===== config.mk =====
export PLATFORM = sky130hd
export DESIGN_NAME = sprite_pixel_collision_unit
export DESIGN_NICKNAME = d
export VERILOG_FILES = /design/src/hdl/spc_pkg.sv /design/src/hdl/spc_ctrl.sv /design/src/hdl/spc_datapath.sv /design/src/hdl/sprite_pixel_collision_unit.sv
export SDC_FILE = /design/constraint.sdc
export NUM_CORES = 2
export LEC_CHECK = 0
export BUFFER_PORTS_ARGS = -buffer_cell sky130_fd_sc_hd__buf_2
export CAP_MARGIN = 20
export CELL_PAD_IN_SITES_DETAIL_PLACEMENT = 0
export CELL_PAD_IN_SITES_GLOBAL_PLACEMENT = 2
export CORE_UTILIZATION = 52
export CTS_BUF_LIST = sky130_fd_sc_hd__clkbuf_4
export CTS_CLUSTER_DIAMETER = 50
export DETAILED_ROUTE_END_ITERATION = 8
export PLACE_DENSITY = 0.95
export REMOVE_ABC_BUFFERS = 1
export SLEW_MARGIN = 5
export SYNTH_ARGS = -nofsm -noshare
export SYNTH_HDL_FRONTEND = slang
export SYNTH_SLANG_ARGS = --single-unit

===== constraint.sdc =====
create_clock -name clk -period 8.86 [get_ports clk]
set_input_delay 0.886 -clock clk [delete_from_list [all_inputs] [get_ports clk]]
set_output_delay 0.886 -clock clk [all_outputs]
set_load 0.01 [all_outputs]

===== src/hdl/spc_pkg.sv =====
// Shared types, codes and constants of the sprite pixel collision unit.
package spc_pkg;

    localparam int MAX_DIM_DEFAULT = 32;

    localparam int REQ_W       = 2;
    localparam int INDEX_W     = 10;
    localparam int CHAR_W      = 8;
    localparam int COORD_W     = 10;
    localparam int SIZE_W      = 6;
    localparam int IN_TDATA_W  = 88;
    localparam int OUT_TDATA_W = 8;

    localparam logic [CHAR_W-1:0] SPACE_CHAR = 8'd32;

    typedef enum logic [REQ_W-1:0] {
        REQ_LOAD_A = 2'd0,
        REQ_LOAD_B = 2'd1,
        REQ_CHECK  = 2'd2,
        REQ_NONE   = 2'd3
    } req_t;

    typedef enum logic [1:0] {
        ST_IDLE,
        ST_SCAN,
        ST_DRAIN,
        ST_RESULT
    } state_t;

    typedef struct packed {
        logic wr_a;
        logic wr_b;
        logic start;
        logic step;
        logic out_load;
    } spc_cmd_t;

    typedef struct packed {
        logic zero_size;
        logic last_cell;
        logic pipe_busy;
    } spc_status_t;

endpackage


===== src/hdl/spc_ctrl.sv =====
// Controller state machine of the sprite pixel collision unit.
module spc_ctrl
    import spc_pkg::*;
(
    input  logic          clk,
    input  logic          rst_n,
    input  logic          in_valid,
    output logic          in_ready,
    input  logic [REQ_W-1:0] in_req,
    output logic          out_valid,
    input  logic          out_ready,
    output spc_cmd_t      cmd,
    input  spc_status_t   status
);

    state_t state_reg, state_next;
    logic   out_valid_reg, out_valid_next;
    req_t   req;

    assign req       = req_t'(in_req);
    assign in_ready  = (state_reg == ST_IDLE);
    assign out_valid = out_valid_reg;

    always_ff @(posedge clk or negedge rst_n)
    begin
        if (!rst_n)
        begin
            state_reg     <= ST_IDLE;
            out_valid_reg <= 1'b0;
        end
        else
        begin
            state_reg     <= state_next;
            out_valid_reg <= out_valid_next;
        end
    end

    always_comb
    begin
        state_next = state_reg;
        cmd        = '0;
        unique case (state_reg)
            ST_IDLE:
            begin
                if (in_valid)
                begin
                    unique case (req)
                        REQ_LOAD_A: cmd.wr_a = 1'b1;
                        REQ_LOAD_B: cmd.wr_b = 1'b1;
                        REQ_CHECK:
                        begin
                            cmd.start  = 1'b1;
                            state_next = status.zero_size ? ST_RESULT : ST_SCAN;
                        end
                        REQ_NONE: cmd = '0;
                    endcase
                end
            end
            ST_SCAN:
            begin
                cmd.step = 1'b1;
                if (status.last_cell)
                begin
                    state_next = ST_DRAIN;
                end
            end
            ST_DRAIN:
            begin
                if (!status.pipe_busy)
                begin
                    state_next = ST_RESULT;
                end
            end
            ST_RESULT:
            begin
                if (!out_valid_reg || out_ready)
                begin
                    cmd.out_load = 1'b1;
                    state_next   = ST_IDLE;
                end
            end
        endcase
    end

    always_comb
    begin
        if (cmd.out_load)
        begin
            out_valid_next = 1'b1;
        end
        else if (out_ready)
        begin
            out_valid_next = 1'b0;
        end
        else
        begin
            out_valid_next = out_valid_reg;
        end
    end

endmodule


===== src/hdl/spc_datapath.sv =====
// Datapath: bitmap stores, scan counters, address pipeline and result register.
module spc_datapath
    import spc_pkg::*;
#(
    parameter int MAX_DIM = MAX_DIM_DEFAULT
)
(
    input  logic                      clk,
    input  logic                      rst_n,
    input  spc_cmd_t                  cmd,
    output spc_status_t               status,
    input  logic [INDEX_W-1:0]        pixel_index,
    input  logic [CHAR_W-1:0]         pixel_char,
    input  logic signed [COORD_W-1:0] ax,
    input  logic signed [COORD_W-1:0] ay,
    input  logic [SIZE_W-1:0]         aw,
    input  logic [SIZE_W-1:0]         ah,
    input  logic signed [COORD_W-1:0] bx,
    input  logic signed [COORD_W-1:0] by_top,
    input  logic [SIZE_W-1:0]         bw,
    input  logic [SIZE_W-1:0]         bh,
    output logic                      collided
);

    localparam int DEPTH = MAX_DIM * MAX_DIM;
    localparam int AW    = (DEPTH > 1) ? $clog2(DEPTH) : 1;
    localparam int DIM_W = $clog2(MAX_DIM + 1);
    localparam int CW    = ((DIM_W > COORD_W) ? DIM_W : COORD_W) + 2;

    logic mem_a [DEPTH];
    logic mem_b [DEPTH];

    logic signed [COORD_W-1:0] ax_reg, ay_reg, bx_reg, by_reg;
    logic [DIM_W-1:0] aw_reg, ah_reg, bw_reg, bh_reg;
    logic [DIM_W-1:0] aw_c, ah_c, bw_c, bh_c;
    logic [DIM_W-1:0] i_reg, j_reg;
    logic [AW-1:0]    ia_reg;

    logic [CW-1:0]      bi, bj;
    logic [DIM_W-1:0]   bi_t, bj_t;
    logic [2*DIM_W-1:0] ib_wide;
    logic               in_b;
    logic               row_end;

    logic          p1_valid_reg, p2_valid_reg;
    logic [AW-1:0] p1_ia_reg, p1_ib_reg;
    logic          rd_a_reg, rd_b_reg;
    logic          hit_reg, hit_next;
    logic          collided_reg;

    logic          load_ok;
    logic [AW-1:0] load_addr;
    logic          opaque;

    function automatic logic [DIM_W-1:0] clamp_dim(input logic [SIZE_W-1:0] d);
        if (32'(d) > MAX_DIM)
        begin
            return DIM_W'(MAX_DIM);
        end
        return DIM_W'(d);
    endfunction

    assign aw_c = clamp_dim(aw);
    assign ah_c = clamp_dim(ah);
    assign bw_c = clamp_dim(bw);
    assign bh_c = clamp_dim(bh);

    assign status.zero_size = (aw == '0) || (ah == '0) || (bw == '0) || (bh == '0);
    assign row_end          = (i_reg == aw_reg - DIM_W'(1));
    assign status.last_cell = row_end && (j_reg == ah_reg - DIM_W'(1));
    assign status.pipe_busy = p1_valid_reg || p2_valid_reg;

    // Position of the current sprite A cell within sprite B's bitmap.
    assign bi   = CW'(ax_reg) + CW'(i_reg) - CW'(bx_reg);
    assign bj   = CW'(ay_reg) + CW'(j_reg) - CW'(by_reg);
    assign in_b = !bi[CW-1] && (bi < CW'(bw_reg)) && !bj[CW-1] && (bj < CW'(bh_reg));
    assign bi_t = bi[DIM_W-1:0];
    assign bj_t = bj[DIM_W-1:0];
    assign ib_wide = (2*DIM_W)'(bi_t) + bj_t * bw_reg;

    assign opaque    = (pixel_char != SPACE_CHAR);
    assign load_ok   = (32'(pixel_index) < DEPTH);
    assign load_addr = AW'(pixel_index);

    assign hit_next = hit_reg || (p2_valid_reg && rd_a_reg && rd_b_reg);
    assign collided = collided_reg;

    always_ff @(posedge clk)
    begin
        if (cmd.wr_a && load_ok)
        begin
            mem_a[load_addr] <= opaque;
        end
        if (cmd.wr_b && load_ok)
        begin
            mem_b[load_addr] <= opaque;
        end
        rd_a_reg <= mem_a[p1_ia_reg];
        rd_b_reg <= mem_b[p1_ib_reg];
    end

    always_ff @(posedge clk or negedge rst_n)
    begin
        if (!rst_n)
        begin
            p1_valid_reg <= 1'b0;
            p2_valid_reg <= 1'b0;
            hit_reg      <= 1'b0;
        end
        else
        begin
            p1_valid_reg <= cmd.step && in_b;
            p2_valid_reg <= p1_valid_reg;
            hit_reg      <= cmd.start ? 1'b0 : hit_next;
        end
    end

    always_ff @(posedge clk)
    begin
        p1_ia_reg <= ia_reg;
        p1_ib_reg <= AW'(ib_wide);
        if (cmd.out_load)
        begin
            collided_reg <= hit_reg;
        end
        if (cmd.start)
        begin
            ax_reg <= ax;
            ay_reg <= ay;
            bx_reg <= bx;
            by_reg <= by_top;
            aw_reg <= aw_c;
            ah_reg <= ah_c;
            bw_reg <= bw_c;
            bh_reg <= bh_c;
            i_reg  <= '0;
            j_reg  <= '0;
            ia_reg <= '0;
        end
        else if (cmd.step)
        begin
            ia_reg <= ia_reg + AW'(1);
            if (row_end)
            begin
                i_reg <= '0;
                j_reg <= j_reg + DIM_W'(1);
            end
            else
            begin
                i_reg <= i_reg + DIM_W'(1);
            end
        end
    end

endmodule


===== src/hdl/sprite_pixel_collision_unit.sv =====
// Top level of the sprite pixel collision unit: stream ports, controller and datapath.
// A load item is accepted back to back and gives no result.
// A check item scans sprite A one cell per cycle (sizes saturated to MAX_DIM), then
// drains the address and store read pipeline and loads the result register, which waits
// while a previous result is still held; the next item is taken once the result is loaded.
// A check with a zero size skips the scan and goes straight to loading the result.
// The asynchronous active-low reset returns the controller to idle and empties the output;
// the bitmap stores are not cleared and hold no defined content until loaded.
module sprite_pixel_collision_unit
    import spc_pkg::*;
#(
    parameter int MAX_DIM = MAX_DIM_DEFAULT
)
(
    input  logic                   clk,
    input  logic                   rst_n,
    input  logic                   s_axis_tvalid,
    output logic                   s_axis_tready,
    // From bit 0 up: pixel_index[10], pixel_char[8], ax[10], ay[10], aw[6], ah[6],
    // bx[10], by_top[10], bw[6], bh[6], zero fill.
    input  logic [IN_TDATA_W-1:0]  s_axis_tdata,
    // From bit 0 up: req_type[2].
    input  logic [REQ_W-1:0]       s_axis_tuser,
    output logic                   m_axis_tvalid,
    input  logic                   m_axis_tready,
    // From bit 0 up: collided[1], zero fill.
    output logic [OUT_TDATA_W-1:0] m_axis_tdata
);

    spc_cmd_t    cmd;
    spc_status_t status;
    logic        collided;

    // The controller accepts an item only while idle; the result sits in its own output
    // register, so loads can go on while a finished check result waits to be taken.
    spc_ctrl u_ctrl (
        .clk       (clk),
        .rst_n     (rst_n),
        .in_valid  (s_axis_tvalid),
        .in_ready  (s_axis_tready),
        .in_req    (s_axis_tuser),
        .out_valid (m_axis_tvalid),
        .out_ready (m_axis_tready),
        .cmd       (cmd),
        .status    (status)
    );

    // The item fields are sliced directly from the stream word at the datapath ports.
    spc_datapath #(
        .MAX_DIM (MAX_DIM)
    ) u_datapath (
        .clk         (clk),
        .rst_n       (rst_n),
        .cmd         (cmd),
        .status      (status),
        .pixel_index (s_axis_tdata[9:0]),
        .pixel_char  (s_axis_tdata[17:10]),
        .ax          (s_axis_tdata[27:18]),
        .ay          (s_axis_tdata[37:28]),
        .aw          (s_axis_tdata[43:38]),
        .ah          (s_axis_tdata[49:44]),
        .bx          (s_axis_tdata[59:50]),
        .by_top      (s_axis_tdata[69:60]),
        .bw          (s_axis_tdata[75:70]),
        .bh          (s_axis_tdata[81:76]),
        .collided    (collided)
    );

    assign m_axis_tdata = {{(OUT_TDATA_W-1){1'b0}}, collided};

endmodule

## Word level (Yosys, flattened, before mapping)

Memory sizes are Yosys's and may differ from the RTL's. A register that Yosys moved wholly into a read port is not among the register bits.
Index checks and enable logic that the tools add are counted.

- Bits in registers: 113
- RAM bits: 2,048
- Bits of input ports: 94
- Output and inout port bits: 10
- Logic and storage cells: 111
- Memories kept: 2

Memories:

| name | depth | bits a word | rd ports | clocked after Yosys merged registers in | write ports | RTL line | source |
|---|---|---|---|---|---|---|---|
| u_datapath.mem_a | 1,024 | 1 | 1 | 1 | 1 | spc_datapath.sv:30 | `logic mem_a [DEPTH];` |
| u_datapath.mem_b | 1,024 | 1 | 1 | 1 | 1 | spc_datapath.sv:31 | `logic mem_b [DEPTH];` |

- $add $sub $neg: 10
- Multipliers: 1
- Order comparisons: 6
- Equal/unequal tests: 13
- Multiplexer cells: 35
- Reductions and logical operators: 25

Operator list:

| operator | count |
|---|---|
| $mux W6 | 9 |
| $gt A6 B6 Y1 const B | 4 |
| $logic_not A6 Y1 | 4 |
| $lt A12 B6 Y1 | 2 |
| $sub A12 B12 Y12 | 2 |
| $add A10 B7 Y11 | 2 |
| $mux W1 | 15 |
| $add A6 B1 Y6 const B | 2 |
| $eq A6 B6 Y1 | 2 |
| $mux W2 | 6 |
| $sub A6 B1 Y6 const B | 2 |
| $add A10 B1 Y10 const B | 1 |
| $add A6 B10 Y10 | 1 |
| $mul A6 B6 Y10 | 1 |
| $ne A8 B6 Y1 const B | 1 |
| $pmux W2 S4 | 1 |
| $logic_and A1 B1 Y1 | 7 |
| $eq A2 B2 Y1 const B | 3 |
| $logic_or A1 B1 Y1 | 6 |
| $ne A2 B2 Y1 const B | 3 |
| $mux W5 | 1 |
| $reduce_and A5 Y1 | 1 |
| $eq A2 B1 Y1 const B | 2 |
| $logic_not A2 Y1 | 2 |
| other kinds (6) | 10 |

## Depth between registers and ports, before layout

- Depth after elaboration: 8
- Depth in mapped cells: 26
- Mapped depth without buffers: 26

## Hierarchy

A second synthesis with hierarchy kept.

- Cell total of the unflattened synthesis: 6,688
- Area, all modules: 95,018.6 um^2

Modules (own cells, without submodules):

| module | times used | cells an instance | area an instance (um^2) | sequential area each (um^2) |
|---|---|---|---|---|
| spc_datapath | 1 | 6,650 | 94,685.8 | 64,406.8 |
| spc_ctrl | 1 | 29 | 269.0 | 75.1 |
| sprite_pixel_collision_unit | 1 | 9 | 63.8 | 0.0 |

## Worst setup path after synthesis

No wires, ideal clock.

- Path kind: input-to-reg
- Start point: in s_axis_tdata[15]
- End point: mem u_datapath.mem_a[0], data pin
- Library setup time: 5,200 ps
- Arrival time: 25,104 ps
- Required time: 3,660 ps
- Setup slack: -21,444 ps
- Stages: 2
- Buffers on the path: 0
- Cell sequence: nor4b_1 nand2_1

- Longest elaborated chain between the ends: 1

RTL lines:

| what | RTL line | source |
|---|---|---|
| start, declared | sprite_pixel_collision_unit.sv:21 | `input logic [IN_TDATA_W-1:0] s_axis_tdata,` |
| $ne A8 B6 Y1 | spc_datapath.sv:81 | `assign opaque = (pixel_char != SPACE_CHAR);` |
| net u_datapath.opaque | spc_datapath.sv:53 | `logic opaque;` |
| end, declared | spc_datapath.sv:30 |  |

The timed path passes the listed nets, and every way through them passes these cells.

## Worst setup path after layout

- Start point: reg u_datapath.j_reg[0]
- End point: reg u_datapath.p1_ib_reg[9]

- Longest elaborated chain between the ends: 4

RTL lines:

| what | RTL line | source |
|---|---|---|
| start, declared | spc_datapath.sv:36 | `logic [DIM_W-1:0] i_reg, j_reg;` |
| start signal, assigned | spc_datapath.sv:146 | `j_reg <= j_reg + DIM_W'(1);` |
| $add A10 B7 Y11 | spc_datapath.sv:75 | `assign bj = CW'(ay_reg) + CW'(j_reg) - CW'(by_reg);` |
| $sub A12 B12 Y12 | spc_datapath.sv:75 |  |
| $mul A6 B6 Y10 | spc_datapath.sv:79 | `assign ib_wide = (2*DIM_W)'(bi_t) + bj_t * bw_reg;` |
| $add A6 B10 Y10 | spc_datapath.sv:79 |  |
| net u_datapath.ib_wide[9] | spc_datapath.sv:41 | `logic [2*DIM_W-1:0] ib_wide;` |
| end signal, assigned | spc_datapath.sv:121 | `p1_ib_reg <= AW'(ib_wide);` |
| end, declared | spc_datapath.sv:46 | `logic [AW-1:0] p1_ia_reg, p1_ib_reg;` |

The timed path passes the listed nets, and every way through them passes these cells.
A chain may end at the register's enable or synchronous reset.

==> flow_metrics.tcl <==
set metrics [dict create \
    status "complete, but fails checks" \
    failed_checks "DRC" \
    min_period_ns 6.19 \
    detail_route.first_pass.iterations 8 \
    num-nets-final 7165 \
    ys.flop_type "sky130_fd_sc_hd__edfxtp_1" \
    clk_pin_slew_worst_paths_ns 0.06 \
    clkLatencyLatePin_ns 1.44 \
    num_rows 156 \
    worstSetupPathType "reg -> reg" \
    dp_hpwl_mm 131 \
    cell_variety_after_synth 75 \
    design.core.area_sq_um 181000 \
    via_per_inst 6.11 \
    grt_antenna_before_repair 5 \
    cell_depth_of_the_worst_hold_path 4 \
    gp_congestion 0.809 \
    biggestRegsByFlops "u_datapath.mem_a: 1024 flops, u_datapath.mem_b: 1024 flops" \
    layout-drive-gt1-share_pct 22.3 \
    setup_total_negative_slack_ns 0 \
    cp_common_cell "sky130_fd_sc_hd__fa_1" \
    post_cts_hold_buffer_count 69 \
    dpl_cell_area_sq_um 97000 \
    postCtsSetupRepairBufs 0 \
    cp-endpoint "u_datapath.p1_ib_reg[9]" \
    num-fill-cells 13973 \
    rsz0062_at_grt "false" \
    effective_utilization_at_floorplan_pct 52.4 \
    post-place-ws_ns 2.67 \
    design_area_sq_um 106000 \
    floorplan.die.width_microns 429 \
    ctsHtreeMaxLevel 6 \
    hp-class "in -> reg" \
    worstMarginPinSlew_ns 1.30 \
    clock_path_buffers 4 \
    worst_setup_path_start_kind "register" \
    num_vias 59272 \
    grt_util_all_layers_pct 27.7 \
    cts_tree "yes" \
    syn_avg_cell_area_sq_um 14.2 \
    grt_first_pass_wirelength_mm 375 \
    asyncSetResetFlopFracSynth_pct 0.277 \
    worst_r2r_path_depth 26 \
    cp-end-kind "register" \
    post_route_clock_skew_ns 0.103 \
    syn2layout_area_growth_pct 11.3 \
    drcViolationCount 2 \
    min_period_over_period_pct 69.8 \
    hold_slack_ns 0.149 \
    final-max-slew-violation-count 0 \
    irDropWorstVdd_mv 0.506 \
    crit_buf_inv 4 \
    synthesis.yosys.warnings 0 \
    critical_path_depth 26 \
    r2r_setup_slack_ns 2.67 \
    launching_element_of_the_worst_setup_path "u_datapath.j_reg[0]" \
    io_buffer_count 90 \
    cts_root_buffer "sky130_fd_sc_hd__clkbuf_4" \
    grt_max_degree 302 \
    synth_edf_count 2113 \
    pin_count 104 \
    maxSlewHeadroom_pct 13.0 \
    die-area_sq_um 184000 \
    timing.max_cap.violations 0 \
    power-per-cell-area_nw_per_um2 262 \
    postLayoutSetupSlackWorst_ns 2.67 \
    synthCells 6682 \
    grt_remaining_overflow 0 \
    detail_route.wirelength_mm 257 \
    dpl.cell_count 8661 \
    setup_violations 0 \
    critical_path.max_stage_delay_ns 0.53 \
    route.detailed.wl_per_inst_microns 26.5 \
    cts_sinks 2163 \
    cpMaxStageDelayCell "sky130_fd_sc_hd__fa_1" \
    worst_r2r_endpoint "u_datapath.p1_ib_reg[9]" \
    timing.critical_path.arrival_ns 7.47 \
    initialDrtViolationCount 7461 \
    final_cells 9703 \
    cp_data_required_time_ns 10.15 \
    top_cell_family_by_delay_on_the_critical_path "adder cells" \
    antenna_left 0 \
    timing.critical_path.fanout_max 6 \
    synth_seq_area_share_pct 68.0 \
    r2r_start "u_datapath.j_reg[0]" \
    cts-resized-gates 0 \
    ys_seq_elements 2163 \
    cts-buffers-inserted 570 \
    final-hold-violation-count 0 \
    syn-cell-area_sq_um 94900 \
    dieHeight_microns 429 \
    maxClockFrequency_mhz 162 \
    static-leakage-power_nw 38.9 \
    via_count_of_the_first_global_routing_pass 59044 \
]
[final cells by class]
cell class                      instances  area (sq um)  area share (%)
Sequential cell                      2163         64500            61.1
Multi-Input combinational cell       3853         27900            26.4
Clock buffer                          842          6320            5.99
Timing Repair Buffer                  302          3050            2.89
Tap cell                             2370          2970            2.81
Clock inverter                         79           513           0.486
Inverter                               82           308           0.292
Antenna cell                           12          30.0          0.0284
[power breakdown]
part	internal [mW]	total (mW)	switching, mW	leakage, nW
Sequential	11.3	11.6	0.340	25.1
Combinational	3.05	7.55	4.50	9.67
Clock	4.52	8.51	3.99	4.13
Total	18.8	27.7	8.82	38.9
[routing by layer]
layer | global-route usage (%) | part of all wire [%] | vias to the layer above | wire (microns)
li1 | - | - | 25300 | -
met1 | 36.4 | 38 | 30222 | 97100
met2 | 46.5 | 50 | 3288 | 128000
met3 | 5.16 | 9.8 | 462 | 25200
met4 | 9.61 | 2.8 | 0 | 7280
met5 | 0 | 0 | - | 0
[kinds of logic (layout without fill, tap and decap cells)]
family / Yosys count / after routing / share of synthesized area [%]
AO/OA/AOI/OAI: 427 / 427 / 3.15
XOR/XNOR: 72 / 72 / 0.665
adder cells (fa/ha/maj): 99 / 99 / 1.49
buffers and inverters: 672 / 1305 / 3.02
flip-flops: 2163 / 2163 / 68.0
multiplexers: 623 / 623 / 12.6
other: 1 / 19 / 0.00395
AND/OR/NAND/NOR: 2625 / 2625 / 11.1
[cells in the mapped netlist (52+ instances only)]
master,number,area [sq um]
sky130_fd_sc_hd__buf_2,70,350
sky130_fd_sc_hd__nor2_1,2152,8080
sky130_fd_sc_hd__nand2_1,196,736
sky130_fd_sc_hd__ha_1,76,951
sky130_fd_sc_hd__edfxtp_1,2113,63500
sky130_fd_sc_hd__clkbuf_1,455,1710
sky130_fd_sc_hd__a21oi_1,56,280
sky130_fd_sc_hd__a22oi_1,96,721
sky130_fd_sc_hd__a211oi_1,52,390
sky130_fd_sc_hd__mux4_2,457,10300
sky130_fd_sc_hd__mux2i_1,162,1620
sky130_fd_sc_hd__nor2b_1,55,344
sky130_fd_sc_hd__inv_1,81,304
[worst register-to-register path, stage by stage, from the launching register on]
cell and delay, ns:
sky130_fd_sc_hd__dfxtp_1 0.38, sky130_fd_sc_hd__ha_1 0.26, sky130_fd_sc_hd__fa_1 0.42, sky130_fd_sc_hd__a21oi_1 0.15, sky130_fd_sc_hd__nor2_1 0.05, sky130_fd_sc_hd__nor2_1 0.15, sky130_fd_sc_hd__xnor2_1 0.11, sky130_fd_sc_hd__ha_1 0.31
sky130_fd_sc_hd__o21ai_0 0.09, sky130_fd_sc_hd__a21oi_1 0.19, sky130_fd_sc_hd__nor2_1 0.08, sky130_fd_sc_hd__xnor2_1 0.49, sky130_fd_sc_hd__nand2_1 0.14, sky130_fd_sc_hd__fa_1 0.47, sky130_fd_sc_hd__fa_1 0.50, sky130_fd_sc_hd__inv_1 0.06
sky130_fd_sc_hd__fa_1 0.53, sky130_fd_sc_hd__inv_1 0.06, sky130_fd_sc_hd__fa_1 0.53, sky130_fd_sc_hd__inv_1 0.04, sky130_fd_sc_hd__ha_1 0.33, sky130_fd_sc_hd__inv_1 0.07, sky130_fd_sc_hd__o21bai_1 0.07, sky130_fd_sc_hd__a21oi_1 0.24
sky130_fd_sc_hd__o21bai_1 0.09, sky130_fd_sc_hd__a21oi_1 0.18, sky130_fd_sc_hd__xnor2_1 0.09
[metrics by stage]
step | util, % | total power [mW]
finish | 58.3 | 27.7
detailed placement | 53.6 | 19.4
global route | 58.3 | 29.0
floorplan | - | 17.8
CTS | 57.8 | 27.9
global placement | 53.6 | 19.4
[layout by cell type, fill, tap and decap left out, types with 25 or more instances in the layout]
master	n
sky130_fd_sc_hd__buf_2	93
sky130_fd_sc_hd__dlygate4sd3_1	69
sky130_fd_sc_hd__clkbuf_4	842
sky130_fd_sc_hd__nand2_1	163
sky130_fd_sc_hd__nand2b_1	29
sky130_fd_sc_hd__nand3_1	41
sky130_fd_sc_hd__nor2b_1	48
sky130_fd_sc_hd__a22o_1	25
sky130_fd_sc_hd__o22ai_1	43
sky130_fd_sc_hd__inv_1	81
sky130_fd_sc_hd__buf_16	34
sky130_fd_sc_hd__buf_4	92
sky130_fd_sc_hd__xor2_1	25
sky130_fd_sc_hd__mux4_2	457
sky130_fd_sc_hd__xnor2_1	47
sky130_fd_sc_hd__a211oi_1	52
sky130_fd_sc_hd__nor3_1	31
sky130_fd_sc_hd__dfxtp_1	33
sky130_fd_sc_hd__nand2_4	33
sky130_fd_sc_hd__clkinv_1	59
sky130_fd_sc_hd__ha_1	76
sky130_fd_sc_hd__mux2i_1	162
sky130_fd_sc_hd__o21ai_0	42
sky130_fd_sc_hd__a22oi_1	96
sky130_fd_sc_hd__edfxtp_1	2113
sky130_fd_sc_hd__nor2_1	2147
sky130_fd_sc_hd__a21oi_1	56
[worst min-delay path by stage]
stage                       startpoint                 endpoint  slack (ns)
3_5_place_dp      u_datapath.ia_reg[5]  u_datapath.p1_ia_reg[5]        0.37
4_1_cts                s_axis_tuser[0]     u_datapath.ia_reg[2]       0.008
5_1_grt               s_axis_tdata[67]     u_datapath.by_reg[7]        0.11
2_1_floorplan  u_datapath.p1_valid_reg  u_datapath.p2_valid_reg        0.35
3_3_place_gp   u_datapath.p1_valid_reg  u_datapath.p2_valid_reg        0.36
6_report               s_axis_tuser[0]     u_datapath.ia_reg[1]        0.15
Power figures use the tool's default switching activity.
